`config.mk`:
```
export PLATFORM = sky130hd
export DESIGN_NAME = rolling_average_filter
export DESIGN_NICKNAME = d
export VERILOG_FILES = /design/src/hdl/rafilt_pkg.sv /design/src/hdl/rafilt_ram.sv /design/src/hdl/rolling_average_filter.sv
export VERILOG_INCLUDE_DIRS = /design/src /design/src/hdl
export SDC_FILE = /design/constraint.sdc
export NUM_CORES = 1
export LEC_CHECK = 0
export BUFFER_PORTS_ARGS = -buffer_cell sky130_fd_sc_hd__buf_2
export CAP_MARGIN = 30
export CELL_PAD_IN_SITES_DETAIL_PLACEMENT = 1
export CELL_PAD_IN_SITES_GLOBAL_PLACEMENT = 1
export CORE_MARGIN = 3
export CORE_UTILIZATION = 30
export DETAILED_ROUTE_END_ITERATION = 8
export PLACE_DENSITY_LB_ADDON = 0.1
export REMOVE_ABC_BUFFERS = 1
export SYNTH_ARGS = -nofsm -noshare
export SYNTH_HDL_FRONTEND = slang
export SYNTH_HIERARCHICAL = 1
export SYNTH_SLANG_ARGS = --single-unit
```
`constraint.sdc`:
```
create_clock -name i_clk -period 9.8 [get_ports i_clk]
set_input_delay 0.98 -clock i_clk [delete_from_list [all_inputs] [get_ports i_clk]]
set_output_delay 0.98 -clock i_clk [all_outputs]
set_load 0.05 [all_outputs]
```
`src/hdl/assert_macros.svh`:
```
// assertion helpers included by rolling_average_filter.sv
`ifndef ASSERT_MACROS_SVH
`define ASSERT_MACROS_SVH

`ifndef ASSERT_OFF

// property must hold at every rising clock edge outside reset
`define ASSERT_ALWAYS(lbl, clk, rst_n, prop, msg) \
    lbl: assert property (@(posedge clk) disable iff (!rst_n) (prop)) else $error(msg);

// condition must never be seen outside reset
`define ASSERT_NEVER(lbl, clk, rst_n, cond, msg) \
    lbl: assert property (@(posedge clk) disable iff (!rst_n) !(cond)) else $error(msg);

`else

`define ASSERT_ALWAYS(lbl, clk, rst_n, prop, msg)
`define ASSERT_NEVER(lbl, clk, rst_n, cond, msg)

`endif

`endif

```
`src/hdl/rafilt_pkg.sv`:
```
`timescale 1ns / 1ps
`default_nettype none

package rafilt_pkg;

    // field widths of the sample and result beats
    localparam int unsigned SAMPLE_W = 16;
    localparam int unsigned CNT_W    = 7;

    // largest window the 7-bit register can express
    localparam int unsigned CNT_MAX  = 127;

    typedef logic signed [SAMPLE_W-1:0] t_sample;
    typedef logic        [CNT_W-1:0]    t_count;

endpackage

`default_nettype wire

```
`src/hdl/rafilt_ram.sv`:
```
`timescale 1ns / 1ps
`default_nettype none

module rafilt_ram #(
    parameter int unsigned WIDTH = 16,
    parameter int unsigned DEPTH = 64
) (
    input  wire logic                     i_clk,
    input  wire logic                     i_wr_en,
    input  wire logic [$clog2(DEPTH)-1:0] i_wr_addr,
    input  wire logic [WIDTH-1:0]         i_wr_data,
    input  wire logic [$clog2(DEPTH)-1:0] i_rd_addr,
    output logic      [WIDTH-1:0]         o_rd_data
);

    logic [WIDTH-1:0] r_mem [DEPTH];

    // one write port, one registered read port
    always_ff @(posedge i_clk) begin
        if (i_wr_en) begin
            r_mem[i_wr_addr] <= i_wr_data;
        end
        o_rd_data <= r_mem[i_rd_addr];
    end

endmodule

`default_nettype wire

```
`src/hdl/rolling_average_filter.sv`:
```
`timescale 1ns / 1ps
`default_nettype none
// a sample beat is taken only while idle: the filter holds o_stall until
//   the previous result has loaded; the restoring divider takes one
//   quotient bit per cycle over the 16+log2(MAX_WINDOW) bit running sum
// a result waiting in the output register does not block the next sample
// reset (synchronous, active low): window min(MAX_WINDOW, 127), empty history, no ring clear

`include "assert_macros.svh"

module rolling_average_filter #(
    parameter int unsigned MAX_WINDOW = 64
) (
    input  wire logic                               i_clk,
    input  wire logic                               i_rst_n,
    // sample channel
    input  wire logic                               i_valid,
    output logic                                    o_stall,
    input  wire logic signed [rafilt_pkg::SAMPLE_W-1:0] i_sample,
    // result channel
    output logic                                    o_valid,
    input  wire logic                               i_stall,
    output logic signed [rafilt_pkg::SAMPLE_W-1:0]  o_average,
    output logic        [rafilt_pkg::CNT_W-1:0]     o_samples_used,
    // window size register
    input  wire logic                               i_cfg_valid,
    output logic                                    o_cfg_ready,
    input  wire logic        [rafilt_pkg::CNT_W-1:0] i_window_size
);

    localparam int unsigned SW     = $clog2(MAX_WINDOW);
    localparam int unsigned SUMW   = rafilt_pkg::SAMPLE_W + SW;
    localparam int unsigned CMPW   = (SW + 1 > rafilt_pkg::CNT_W) ? SW + 1 : rafilt_pkg::CNT_W;
    localparam int unsigned DIV_CW = $clog2(SUMW);
    localparam int unsigned WIN_MAX =
        (MAX_WINDOW < rafilt_pkg::CNT_MAX) ? MAX_WINDOW : rafilt_pkg::CNT_MAX;
    localparam logic [rafilt_pkg::CNT_W-1:0] WIN_MAX_C = rafilt_pkg::CNT_W'(WIN_MAX);
    localparam logic [DIV_CW-1:0]            DIV_LAST  = DIV_CW'(SUMW - 1);

    typedef enum logic [1:0] {
        ST_IDLE,
        ST_UPDATE,
        ST_DIV,
        ST_FINISH
    } t_state;

    t_state                       r_state;
    rafilt_pkg::t_count           r_window;
    rafilt_pkg::t_count           r_fill;
    logic [SW-1:0]                r_slot;
    logic signed [SUMW-1:0]       r_sum;
    rafilt_pkg::t_sample          r_sample;
    rafilt_pkg::t_count           r_divisor;
    rafilt_pkg::t_count           r_rem;
    logic [SUMW-1:0]              r_quo;
    logic                         r_neg;
    logic [DIV_CW-1:0]            r_div_cnt;
    logic                         r_out_valid;
    rafilt_pkg::t_sample          r_average;
    rafilt_pkg::t_count           r_samples_used;

    logic signed [SUMW-1:0]       n_sum;
    rafilt_pkg::t_count           n_fill;
    logic [SW-1:0]                n_slot;
    rafilt_pkg::t_count           n_window;
    rafilt_pkg::t_count           n_rem;
    logic [SUMW-1:0]              n_quo;
    rafilt_pkg::t_sample          n_average;

    rafilt_pkg::t_sample          w_old;
    logic [rafilt_pkg::SAMPLE_W-1:0] w_old_raw;
    logic                         w_full;
    logic [CMPW-1:0]              w_slot_inc;
    logic [CMPW-1:0]              w_slot_ext;
    logic [CMPW-1:0]              w_window_ext;
    logic [rafilt_pkg::CNT_W:0]   w_rem_sh;
    logic                         w_ge;
    logic [rafilt_pkg::SAMPLE_W-1:0] w_quo_low;
    logic                         w_accept;
    logic                         w_cfg_wr;
    logic                         w_out_load;

    assign o_stall        = (r_state != ST_IDLE);
    assign o_cfg_ready    = (r_state == ST_IDLE);
    assign o_valid        = r_out_valid;
    assign o_average      = r_average;
    assign o_samples_used = r_samples_used;

    assign w_accept   = i_valid && !o_stall;
    assign w_cfg_wr   = i_cfg_valid && o_cfg_ready;
    assign w_out_load = (r_state == ST_FINISH) && (!r_out_valid || !i_stall);

    // sample ring, read at the current slot every cycle
    rafilt_ram #(
        .WIDTH (rafilt_pkg::SAMPLE_W),
        .DEPTH (MAX_WINDOW)
    ) u_ring (
        .i_clk     (i_clk),
        .i_wr_en   (r_state == ST_UPDATE),
        .i_wr_addr (r_slot),
        .i_wr_data (r_sample),
        .i_rd_addr (r_slot),
        .o_rd_data (w_old_raw)
    );

    assign w_old = signed'(w_old_raw);

    // window clamp on a register write
    always_comb begin
        n_window = i_window_size;
        if (i_window_size == '0) begin
            n_window = rafilt_pkg::CNT_W'(1);
        end else if (i_window_size > WIN_MAX_C) begin
            n_window = WIN_MAX_C;
        end
    end

    // ring bookkeeping and running sum update
    always_comb begin
        w_full       = (r_fill >= r_window);
        w_slot_ext   = CMPW'(r_slot);
        w_window_ext = CMPW'(r_window);
        w_slot_inc   = w_slot_ext + CMPW'(1);
        n_sum        = r_sum + SUMW'(r_sample);
        n_fill       = r_fill + rafilt_pkg::CNT_W'(1);
        if (w_full) begin
            n_sum  = r_sum - SUMW'(w_old) + SUMW'(r_sample);
            n_fill = r_fill;
        end
        n_slot = (w_slot_inc >= w_window_ext) ? '0 : w_slot_inc[SW-1:0];
    end

    // one restoring division step
    always_comb begin
        w_rem_sh = {r_rem, r_quo[SUMW-1]};
        w_ge     = (w_rem_sh >= {1'b0, r_divisor});
        n_rem    = w_ge ? rafilt_pkg::CNT_W'(w_rem_sh - {1'b0, r_divisor})
                        : w_rem_sh[rafilt_pkg::CNT_W-1:0];
        n_quo    = {r_quo[SUMW-2:0], w_ge};
    end

    // sign restore of the quotient
    always_comb begin
        w_quo_low = r_quo[rafilt_pkg::SAMPLE_W-1:0];
        n_average = r_neg ? signed'(-w_quo_low) : signed'(w_quo_low);
    end

    // sequencer, history state and output register
    always_ff @(posedge i_clk) begin
        if (!i_rst_n) begin
            r_state     <= ST_IDLE;
            r_window    <= WIN_MAX_C;
            r_fill      <= '0;
            r_slot      <= '0;
            r_sum       <= '0;
            r_div_cnt   <= '0;
            r_out_valid <= 1'b0;
        end else begin
            // drop the result beat once taken, unless a new one loads now
            if (r_out_valid && !i_stall && !w_out_load) begin
                r_out_valid <= 1'b0;
            end
            case (r_state)
                ST_IDLE: begin
                    if (w_cfg_wr) begin
                        r_window <= n_window;
                        r_fill   <= '0;
                        r_slot   <= '0;
                        r_sum    <= '0;
                    end
                    if (w_accept) begin
                        r_sample <= i_sample;
                        r_state  <= ST_UPDATE;
                    end
                end
                ST_UPDATE: begin
                    r_sum     <= n_sum;
                    r_fill    <= n_fill;
                    r_slot    <= n_slot;
                    r_divisor <= n_fill;
                    r_neg     <= n_sum[SUMW-1];
                    r_quo     <= n_sum[SUMW-1] ? SUMW'(-n_sum) : SUMW'(n_sum);
                    r_rem     <= '0;
                    r_div_cnt <= DIV_LAST;
                    r_state   <= ST_DIV;
                end
                ST_DIV: begin
                    r_rem     <= n_rem;
                    r_quo     <= n_quo;
                    r_div_cnt <= r_div_cnt - DIV_CW'(1);
                    if (r_div_cnt == '0) begin
                        r_state <= ST_FINISH;
                    end
                end
                ST_FINISH: begin
                    if (w_out_load) begin
                        r_out_valid    <= 1'b1;
                        r_average      <= n_average;
                        r_samples_used <= r_divisor;
                        r_state        <= ST_IDLE;
                    end
                end
                default: begin
                    r_state <= ST_IDLE;
                end
            endcase
        end
    end

    `ASSERT_ALWAYS(a_fill_in_window, i_clk, i_rst_n, r_fill <= r_window, "fill count above window")
    `ASSERT_ALWAYS(a_slot_in_window, i_clk, i_rst_n, w_slot_ext < w_window_ext, "write slot outside window")
    `ASSERT_NEVER(a_div_by_zero, i_clk, i_rst_n, (r_state == ST_DIV) && (r_divisor == '0), "divide by zero")
    `ASSERT_ALWAYS(a_rem_below_div, i_clk, i_rst_n, (r_state != ST_DIV) || (r_rem < r_divisor), "remainder not below divisor")

endmodule

`default_nettype wire

```
After elaboration in Yosys (flattened, before gate mapping):

Memories as Yosys holds them, arrays and structs flattened. A register that Yosys moved wholly into a read port is not among the register bits.
Index checks and enable logic that the tools add are counted.

* register bits after elaboration: 126
* latch bits: 0
* memory bits (writable): 1024
* memory bits (read-only): 0
* bits of input ports: 28
* output and inout port bits: 26
* word-level logic and storage cells: 84
* memories kept: 1

* add/subtract/negate cells: 9
* multipliers: 0
* divide/modulo/power cells: 0
* $lt $le $gt $ge: 4
* eq/ne operators: 7
* shift-type cells: 0
* mux-type cells: 26
* bitwise operators: 0
* reductions and logical operators: 23

Memory list
* u_ring.r_mem: depth 64, bits a word 16, rd ports 1, clocked after Yosys merged registers in 1, write ports 1, RTL line rafilt_ram.sv:16 `logic [WIDTH-1:0] r_mem [DEPTH];`

Operators by type and width (count)
* $pmux 22 s2: 2
* $mux 22: 3
* $add 22x16->22: 2
* $mux 7: 5
* $pmux 7 s2: 2
* $neg 22->22: 1
* $sub 22x16->22: 1
* $mux 16: 1
* $neg 16->16: 1
* $ge 7x7->1: 2
* $mux 6: 2
* $pmux 6 s2: 1
* $pmux 5 s2: 1
* $reduce_and 3->1: 3
* $ge 8x7->1: 1
* $pmux 2 s4: 1
* $reduce_and 2->1: 4
* $add 6x1->7 const B: 1
* $add 7x1->7 const B: 1
* $gt 7x7->1 const B: 1
* $logic_not 7->1: 1
* $sub 7x7->7: 1
* $mux 2: 3
* $reduce_bool 2->1: 3
* other kinds (11): 25

Longest topological paths before layout:

Gate-level depths: netlist (run 1).

* depth in word-level cells: 8
* depth in mapped cells: 18
* mapped depth without buffers: 15

Modules after synthesis:

Netlist (run 1), hierarchy kept.

Modules (own cells, without submodules)
* rafilt_ram: instances 1, cells each 1829, area an instance 40042.2 µm², sequential area each 31069.8 µm²
* rolling_average_filter: instances 1, cells each 1109, area an instance 9704.3 µm², sequential area each 3283.1 µm²

Worst setup path before layout (run 1):

No wires, ideal clock.

* kind: reg-to-reg
* from: register r_sample[15]
* to: register r_quo[14], data pin
* setup time: 0.256 ns
* arrival: 4.685 ns
* required time: 9.544 ns
* setup slack: 4.859 ns
* cell stages (with the launch flop): 15
* path buffers: 1
* clock period less this slack: 4.941 ns
* cells stage by stage: edfxtp_1 inv_1 fa_1 inv_1 ha_1 a211o_1 a21oi_1 a31oi_1 o41ai_1 mux2i_1 a31oi_1 or2_0 clkbuf_1 or4_1 o211a_1

* word-level cells in the longest chain between the ends: 4
* elaborated cells between the ends (all ways): 5
* those cells by class: 2 x add/sub; 3 x mux

RTL lines
* start, declared: RTL line rolling_average_filter.sv:52 `rafilt_pkg::t_sample r_sample;`
* start signal, assigned: RTL line rolling_average_filter.sv:172 `r_sample <= i_sample;`
* $add 22x16->22 (on tied branches): RTL line rolling_average_filter.sv:124, rolling_average_filter.sv:127
* $mux 22 (*): RTL line rolling_average_filter.sv:126 `if (w_full) begin`
* $mux 22 (*): RTL line rolling_average_filter.sv:182 `r_quo <= n_sum[SUMW-1] ? SUMW'(-n_sum) : SUMW'(n_sum);`
* $pmux 22 s2 (*): RTL line rolling_average_filter.sv:163 `case (r_state)`
* end signal, assigned: RTL line rolling_average_filter.sv:182
* end signal, assigned: RTL line rolling_average_filter.sv:189 `r_quo <= n_quo;`
* end, declared: RTL line rolling_average_filter.sv:55 `logic [SUMW-1:0] r_quo;`

Every way passes the cells marked *; elsewhere a longest branch is shown, timed or not.
A chain may end at the register's enable or synchronous reset.

Worst setup path in the final report (run 1):

* from: register r_sample[15]
* to: register r_quo[15], data pin

* elaborated cells between the ends (all ways): 6
* those cells by class: 3 x add/sub; 3 x mux

RTL lines
* $add 22x16->22 (on tied branches): RTL line rolling_average_filter.sv:124, rolling_average_filter.sv:127
* $mux 22 (*): RTL line rolling_average_filter.sv:126
* named net n_sum[21]: RTL line rolling_average_filter.sv:62 `logic signed [SUMW-1:0] n_sum;`
* $mux 22 (*): RTL line rolling_average_filter.sv:182
* $pmux 22 s2 (*): RTL line rolling_average_filter.sv:163

Mark *: on every way through the listed nets, which the timed path passes. The rest lies on a longest branch.

==> results.cfg, run 1 <==
[status]
status = finished, final reports clean

[worst_setup_path]
endpoint = r_quo[15]$_DFFE_PP_
crit_start = r_sample[15]$_DFFE_PP_
critPathKind = flop to flop
cp_data_arrival_time_ns = 6.31
regToRegSetupSlack_ns = 4.03
crit_required_ns = 10.34
end_kind = flop
rr_worst_depth = 15
worstReg2RegEnd = r_quo[15]$_DFFE_PP_
reg2reg_from = r_sample[15]$_DFFE_PP_
cp-start-kind = flop
crit_fanout = 72

[placed_design]
routabilityCongestion = 0.815
portBuffers = 53
post-dp-hpwl_um = 91300
post_dp_cell_area_um2 = 52900

[synth]
synth_compound_area_share_pct = 5.87
avgSynthCellArea_um2 = 16.9
ys.flop_type = edfxtp_1
synthTopCellsByArea = edfxtp_1, mux4_2, dfxtp_1, mux2i_1, ha_1
synthMuxAreaShare_pct = 12.8
synth_top_area_share_pct = 66.4
synth_xor_area_share_pct = 1.11
synth-edff-count = 1100
async_flop_share_pct = 0
synthCells = 2938
synth_top_family_by_area = multiplexers
synth_seq_cells = 1166
netlist_top_cells_count = edfxtp_1, mux4_2, nor2_1, nand2_1, inv_1
yosysMostFrequentCell = edfxtp_1
yosysWarnings = 6
synth_fa_ha_area_share_pct = 2.79
ys_types = 90
synth_area_um2 = 49700
ys_seq_area_share_pct = 69.1
synthSimpleGateAreaFrac_pct = 5.57
yosysTopAreaCell = edfxtp_1

[clocking]
insertion_delay_ns = 0.76
cts-root-buf = clkbuf_16
clk_pin_slew_ns = 0.06
cts.sinks = 1166
cts_tree = yes
cts_resized = 0
cts_buffer_depth = 3
cts_setup_buffers = 0
numCtsBuffers = 137
cts_hold_buf = 0
h-tree-depth = 4

[timing]
clock_skew_ns = 0.0321
min_period_ns = 5.77
timing.fmax_mhz = 173
slew_headroom_pct = 22.9
finalHoldViolCount = 0
final-setup-viol-count = 0
fin_crit_sh_pct = 58.9
fin_hold_ws_ns = 0.418
rsz0062_at_grt = false
worst_pin_slew_ns = 1.16
drv_slew = 0

[grt]
antenna_found_initial = 14
overflow = 0
grt_pass1_vias = 29400
grt_max_degree = 111
grt_pass1_wl_um = 214000
grt_usage_pct = 17.6

[detailed_routing]
drt_iter0_drc = 1899
dr.pass1.iters = 6
vias = 27400
wl_um = 150000
drc = 0
avgRoutedWirePerCell_um = 27.7
drtAntennaViolNets = 0
drt-vias-per-instance = 5.08

[floorplan]
die_area_um2 = 171000
ioPinCount = 54
core_region_area_um2 = 164000
rows = 148
initial_core_util_pct = 30.4
die-height_um = 413
dieWidth_um = 413

[cells_and_area]
finalNetCount = 3230
final_layout_size_suffix_gt1_share_pct = 20.7
synthToLayoutAreaGrowth_pct = 15.0
stdcell_area_um2 = 57200

[power]
vdd_drop_max_mv = 0.163
leakagePower_uw = 0.0183
p_per_area_nw_per_um2 = 246

[job]
cap_viol_max_count = 0

[min_path]
hp-class = primary input to flop
==> state kept, by name, indices dropped and copies added, names as in the netlist, 2 cells and up <==
signal,flops
o_average,16
o_samples_used,7
r_div_cnt,5
r_divisor,7
r_fill,7
r_quo,22
r_rem,7
r_sample,16
r_slot,6
r_state,2
r_sum,22
r_window,7
u_ring/o_rd_data,16
u_ring/r_mem,1024
==> cells by family after synthesis <==
group,count (synthesis)
buf+inv,269
flops,1166
mux,353
fa+ha+maj,97
simple gates,572
xor+xnor,63
compound gates,418
==> per-layer routing <==
metal	up-vias	routed length (um)	GRT usage, %
met1	14700	65000	23.0
met3	207	5990	2.88
met4	4	4370	5.72
li1	12000	-	-
met2	515	74100	29.8
met5	-	26	0
==> power by group <==
group / total [uW] / switching (uW) / leakage [uW] / internal, uW
Sequential: 5900 / 164 / 0.0105 / 5730
Combinational: 3330 / 2050 / 0.00579 / 1270
Clock: 4860 / 2050 / 0.00209 / 2810
==> per-stage QoR <==
stage	total power, uW	utilization [%]	TNS (ns)	setup WS [ns]	instances
floorplan	8540	-	-3050.10	-4.00	2787
detailed placement	9380	32.3	0	4.06	5137
global placement	9330	32.2	0	4.21	5129
finish	14100	35.0	0	4.03	5394
global route	14800	35.0	0	3.46	5386
CTS	14300	34.9	0	4.00	5382
==> worst max-delay path, cell delays in order (launching register included) <==
cell	delay, ns
edfxtp_1	0.33
buf_4	0.61
inv_1	0.39
fa_1	0.60
inv_1	0.05
ha_1	0.36
a211o_1	0.30
a21oi_1	0.14
a31oi_1	0.16
o41ai_1	0.35
mux2i_1	0.15
a31oi_1	0.67
or2_0	0.74
inv_1	0.24
and4_1	0.24
a221oi_1	0.21
==> cell type report <==
cell class / count / area, um^2
clock buffer: 169 / 3610
timing repair buffer: 179 / 1310
tap: 2175 / 2720
sequential: 1166 / 34400
multi-input combinational: 1503 / 14100
fill: 16600 / 106000
inverter: 118 / 443
clock inverter: 76 / 671
antenna: 8 / 20.0
==> cell usage in the layout (no fill, tap or decap), types with 27 or more instances in the layout <==
| cell type | Yosys | layout |
|---|---|---|
| clkbuf_1 | 57 | 27 |
| ha_1 | 74 | 74 |
| mux2i_1 | 99 | 99 |
| buf_4 | 13 | 115 |
| nand3_1 | 43 | 43 |
| o21ai_0 | 63 | 62 |
| xnor2_1 | 44 | 44 |
| clkbuf_16 | 0 | 138 |
| mux2_2 | 30 | 30 |
| a22oi_1 | 64 | 64 |
| dfxtp_1 | 66 | 61 |
| nor2_1 | 181 | 178 |
| buf_2 | 46 | 55 |
| a21oi_1 | 95 | 95 |
| nor2b_1 | 41 | 37 |
| clkinv_1 | 0 | 33 |
| mux4_2 | 220 | 220 |
| nand2_1 | 146 | 146 |
| inv_1 | 117 | 117 |
| edfxtp_1 | 1100 | 1100 |
| nor3_1 | 36 | 33 |
==> worst min path at each step <==
stage | from | end | slack, ns | cells after the start
final | i_sample[2] | r_sample[2]$_DFFE_PP_ | 0.42 | 1
after global routing | i_sample[2] | r_sample[2]$_DFFE_PP_ | 0.37 | 1
after CTS | i_sample[2] | r_sample[2]$_DFFE_PP_ | 0.36 | 1
after detailed placement | r_divisor[6]$_DFFE_PP_ | o_samples_used[6]$_DFFE_PP_ | 0.46 | 0
after global placement | r_divisor[6]$_DFFE_PP_ | o_samples_used[6]$_DFFE_PP_ | 0.45 | 0
after floorplan | r_divisor[2]$_DFFE_PP_ | o_samples_used[2]$_DFFE_PP_ | 0.43 | 0
(Power assumes the default switching activity.)
==> inputs of run 2 (changes only) <==
Clock period 9.8 ns to 5.1 ns, I/O delays scaled along.
==> run 2 against run 1 <==
Compared with the run above: critical path depth is 4 lower; design area grew 1.2%; worst hold slack got worse by 0.37 ns.
==> results.cfg, run 2 (synthesis gave the netlist of run 1 again) <==
[clocking]
cts-root-buf = clkbuf_16
cts_buffer_depth = 3
cts_setup_buffers = 0
cts.sinks = 1166
clk_pin_slew_ns = 0.07
h-tree-depth = 4
cts_resized = 0
insertion_delay_ns = 0.76
numCtsBuffers = 141
cts_tree = yes

[cells_and_area]
stdcell_area_um2 = 57900
multi_input_area_um2 = 14100
synthToLayoutAreaGrowth_pct = 16.5
mostFrequentLayoutCells = edfxtp_1, mux4_2, nor2_1, nand2_1, buf_4
seq_area_um2 = 34400
final_layout_size_suffix_gt1_share_pct = 21.5
regMostFlops = u_ring/r_mem
fill_cells = 16500
top_regs = u_ring/r_mem: 1024 flops, r_quo: 22 flops, r_sum: 22 flops
final_common_cell = edfxtp_1
finalNetCount = 3283
largest_reg_flops = 1024

[worst_setup_path]
crit_fanout = 67
end_kind = flop
cp_data_arrival_time_ns = 4.97
critPathKind = flop to flop
cp-start-kind = flop
path_cells = buf_4 > ha_1 > and4_2 > o21ai_2 > a211oi_1 > o211a_1 > or3b_1 > and4_1 > or2_0 > or4_1 > o211a_1
cpMostUsedCell = o211a_1
slowest_delay_ns = 0.67
crit_required_ns = 5.60
cp_slowest_cell = buf_4

[timing]
fin_ws_ns = 0.632
rsz0062_at_grt = false
fin_setup_tns_ns = 0
fin_crit_sh_pct = 87.6
timing.fmax_mhz = 224
finalHoldViolCount = 0
final-setup-viol-count = 0
min_period_ns = 4.47
worst_pin_slew_ns = 0.981
clock_skew_ns = 0.0275
drv_slew = 0
slew_headroom_pct = 34.3

[power]
leakagePower_uw = 0.0187
p_per_area_nw_per_um2 = 479
vdd_drop_max_mv = 0.334

[floorplan]
die-height_um = 413
core_region_area_um2 = 164000
initial_core_util_pct = 30.4
dieWidth_um = 413
ioPinCount = 54
die_area_um2 = 171000
rows = 148

[detailed_routing]
drt-vias-per-instance = 5.09
drc = 0
avgRoutedWirePerCell_um = 27.7
drtAntennaViolNets = 0
vias = 27700
wl_um = 151000
dr.pass1.iters = 5
drt_iter0_drc = 1969

[grt]
antenna_found_initial = 8
grt_pass1_wl_um = 218000
grt_pass1_vias = 29900
overflow = 0
grt_max_degree = 72
grt_usage_pct = 17.7

[placed_design]
post-place-ws_ns = 0.607
routabilityCongestion = 0.797
portBuffers = 53
post-dp-hpwl_um = 95400
post_dp_cell_area_um2 = 53300

[min_path]
hp-class = primary input to flop

[job]
cap_viol_max_count = 0

[status]
status = finished, final reports clean
==> run 2: cell types whose count changed in the layout (fill, tap and decap cells not counted), sizes merged <==
cell         before  now
buf             178  217
clkbuf          170  184
dlygate4sd3       0   11
clkinv           63   55
bufinv            7   11
diode             8    4
clkinvlp          1    2
==> run 2: timing repair <==
item	in CTS	in global routing
hold endpoints to repair	11	0
endpoints found under the setup margin	0	0
hold buffers	11	0
==> run 2: stage by stage <==
step | utilization (%) | hold WS, ns | instances | power [uW]
2_1_floorplan | - | 0.426 | 2787 | 16000
3_3_place_gp | 32.5 | 0.456 | 5170 | 18200
3_5_place_dp | 32.6 | 0.464 | 5177 | 18300
4_1_cts | 35.4 | 0.00403 | 5445 | 28200
5_1_grt | 35.4 | 0.0188 | 5447 | 29200
6_report | 35.4 | 0.0526 | 5451 | 27800
==> run 2: cell type report <==
type,instances,share of cell area (%)
Clock inverter,73,1.29
Tap cell,2175,4.70
Timing Repair Buffer,228,3.13
Multi-Input combinational cell,1503,24.3
Antenna cell,4,0.0173
Inverter,118,0.764
Sequential cell,1166,59.3
Clock buffer,184,6.46
==> run 2: layer usage <==
metal	part of all wire [%]	vias up	GRT usage, %	routed length (um)
met3	3.7	190	2.43	5590
li1	-	12100	-	-
met5	0	-	0	0
met4	2.7	0	5.21	4050
met1	44	14900	23.4	65900
met2	50	564	30.4	75500
==> run 2: worst max-delay path, delay by kind of cell (launching register included) <==
family                     cells  cell delay (ns)
AOI/OAI and AO/OA              4             0.82
buffers and inverters          1             0.67
adders and majority gates      1             0.51
and+or+nand+nor                5             1.85
DFF                            1             0.35
==> run 2: power by group <==
| group | leakage, uW | internal (uW) | total, uW | switching [uW] |
|---|---|---|---|---|
| combinational | 0.00606 | 2580 | 6700 | 4120 |
| clock | 0.00217 | 5750 | 9750 | 3990 |
| sequential | 0.0105 | 11000 | 11300 | 295 |
| total | 0.0187 | 19400 | 27800 | 8410 |
==> run 2: final timing paths <==
path | start | endpoint | slack [ns] | cells after the start
worst min register to register | r_divisor[6]$_DFFE_PP_ | o_samples_used[6]$_DFFE_PP_ | 0.47 | 0
worst max-delay path | r_sample[3]$_DFFE_PP_ | r_quo[14]$_DFFE_PP_ | 0.63 | 11
worst max register to register | r_sample[3]$_DFFE_PP_ | r_quo[14]$_DFFE_PP_ | 0.63 | 11
worst min-delay path | i_sample[0] | r_sample[0]$_DFFE_PP_ | 0.05 | 1
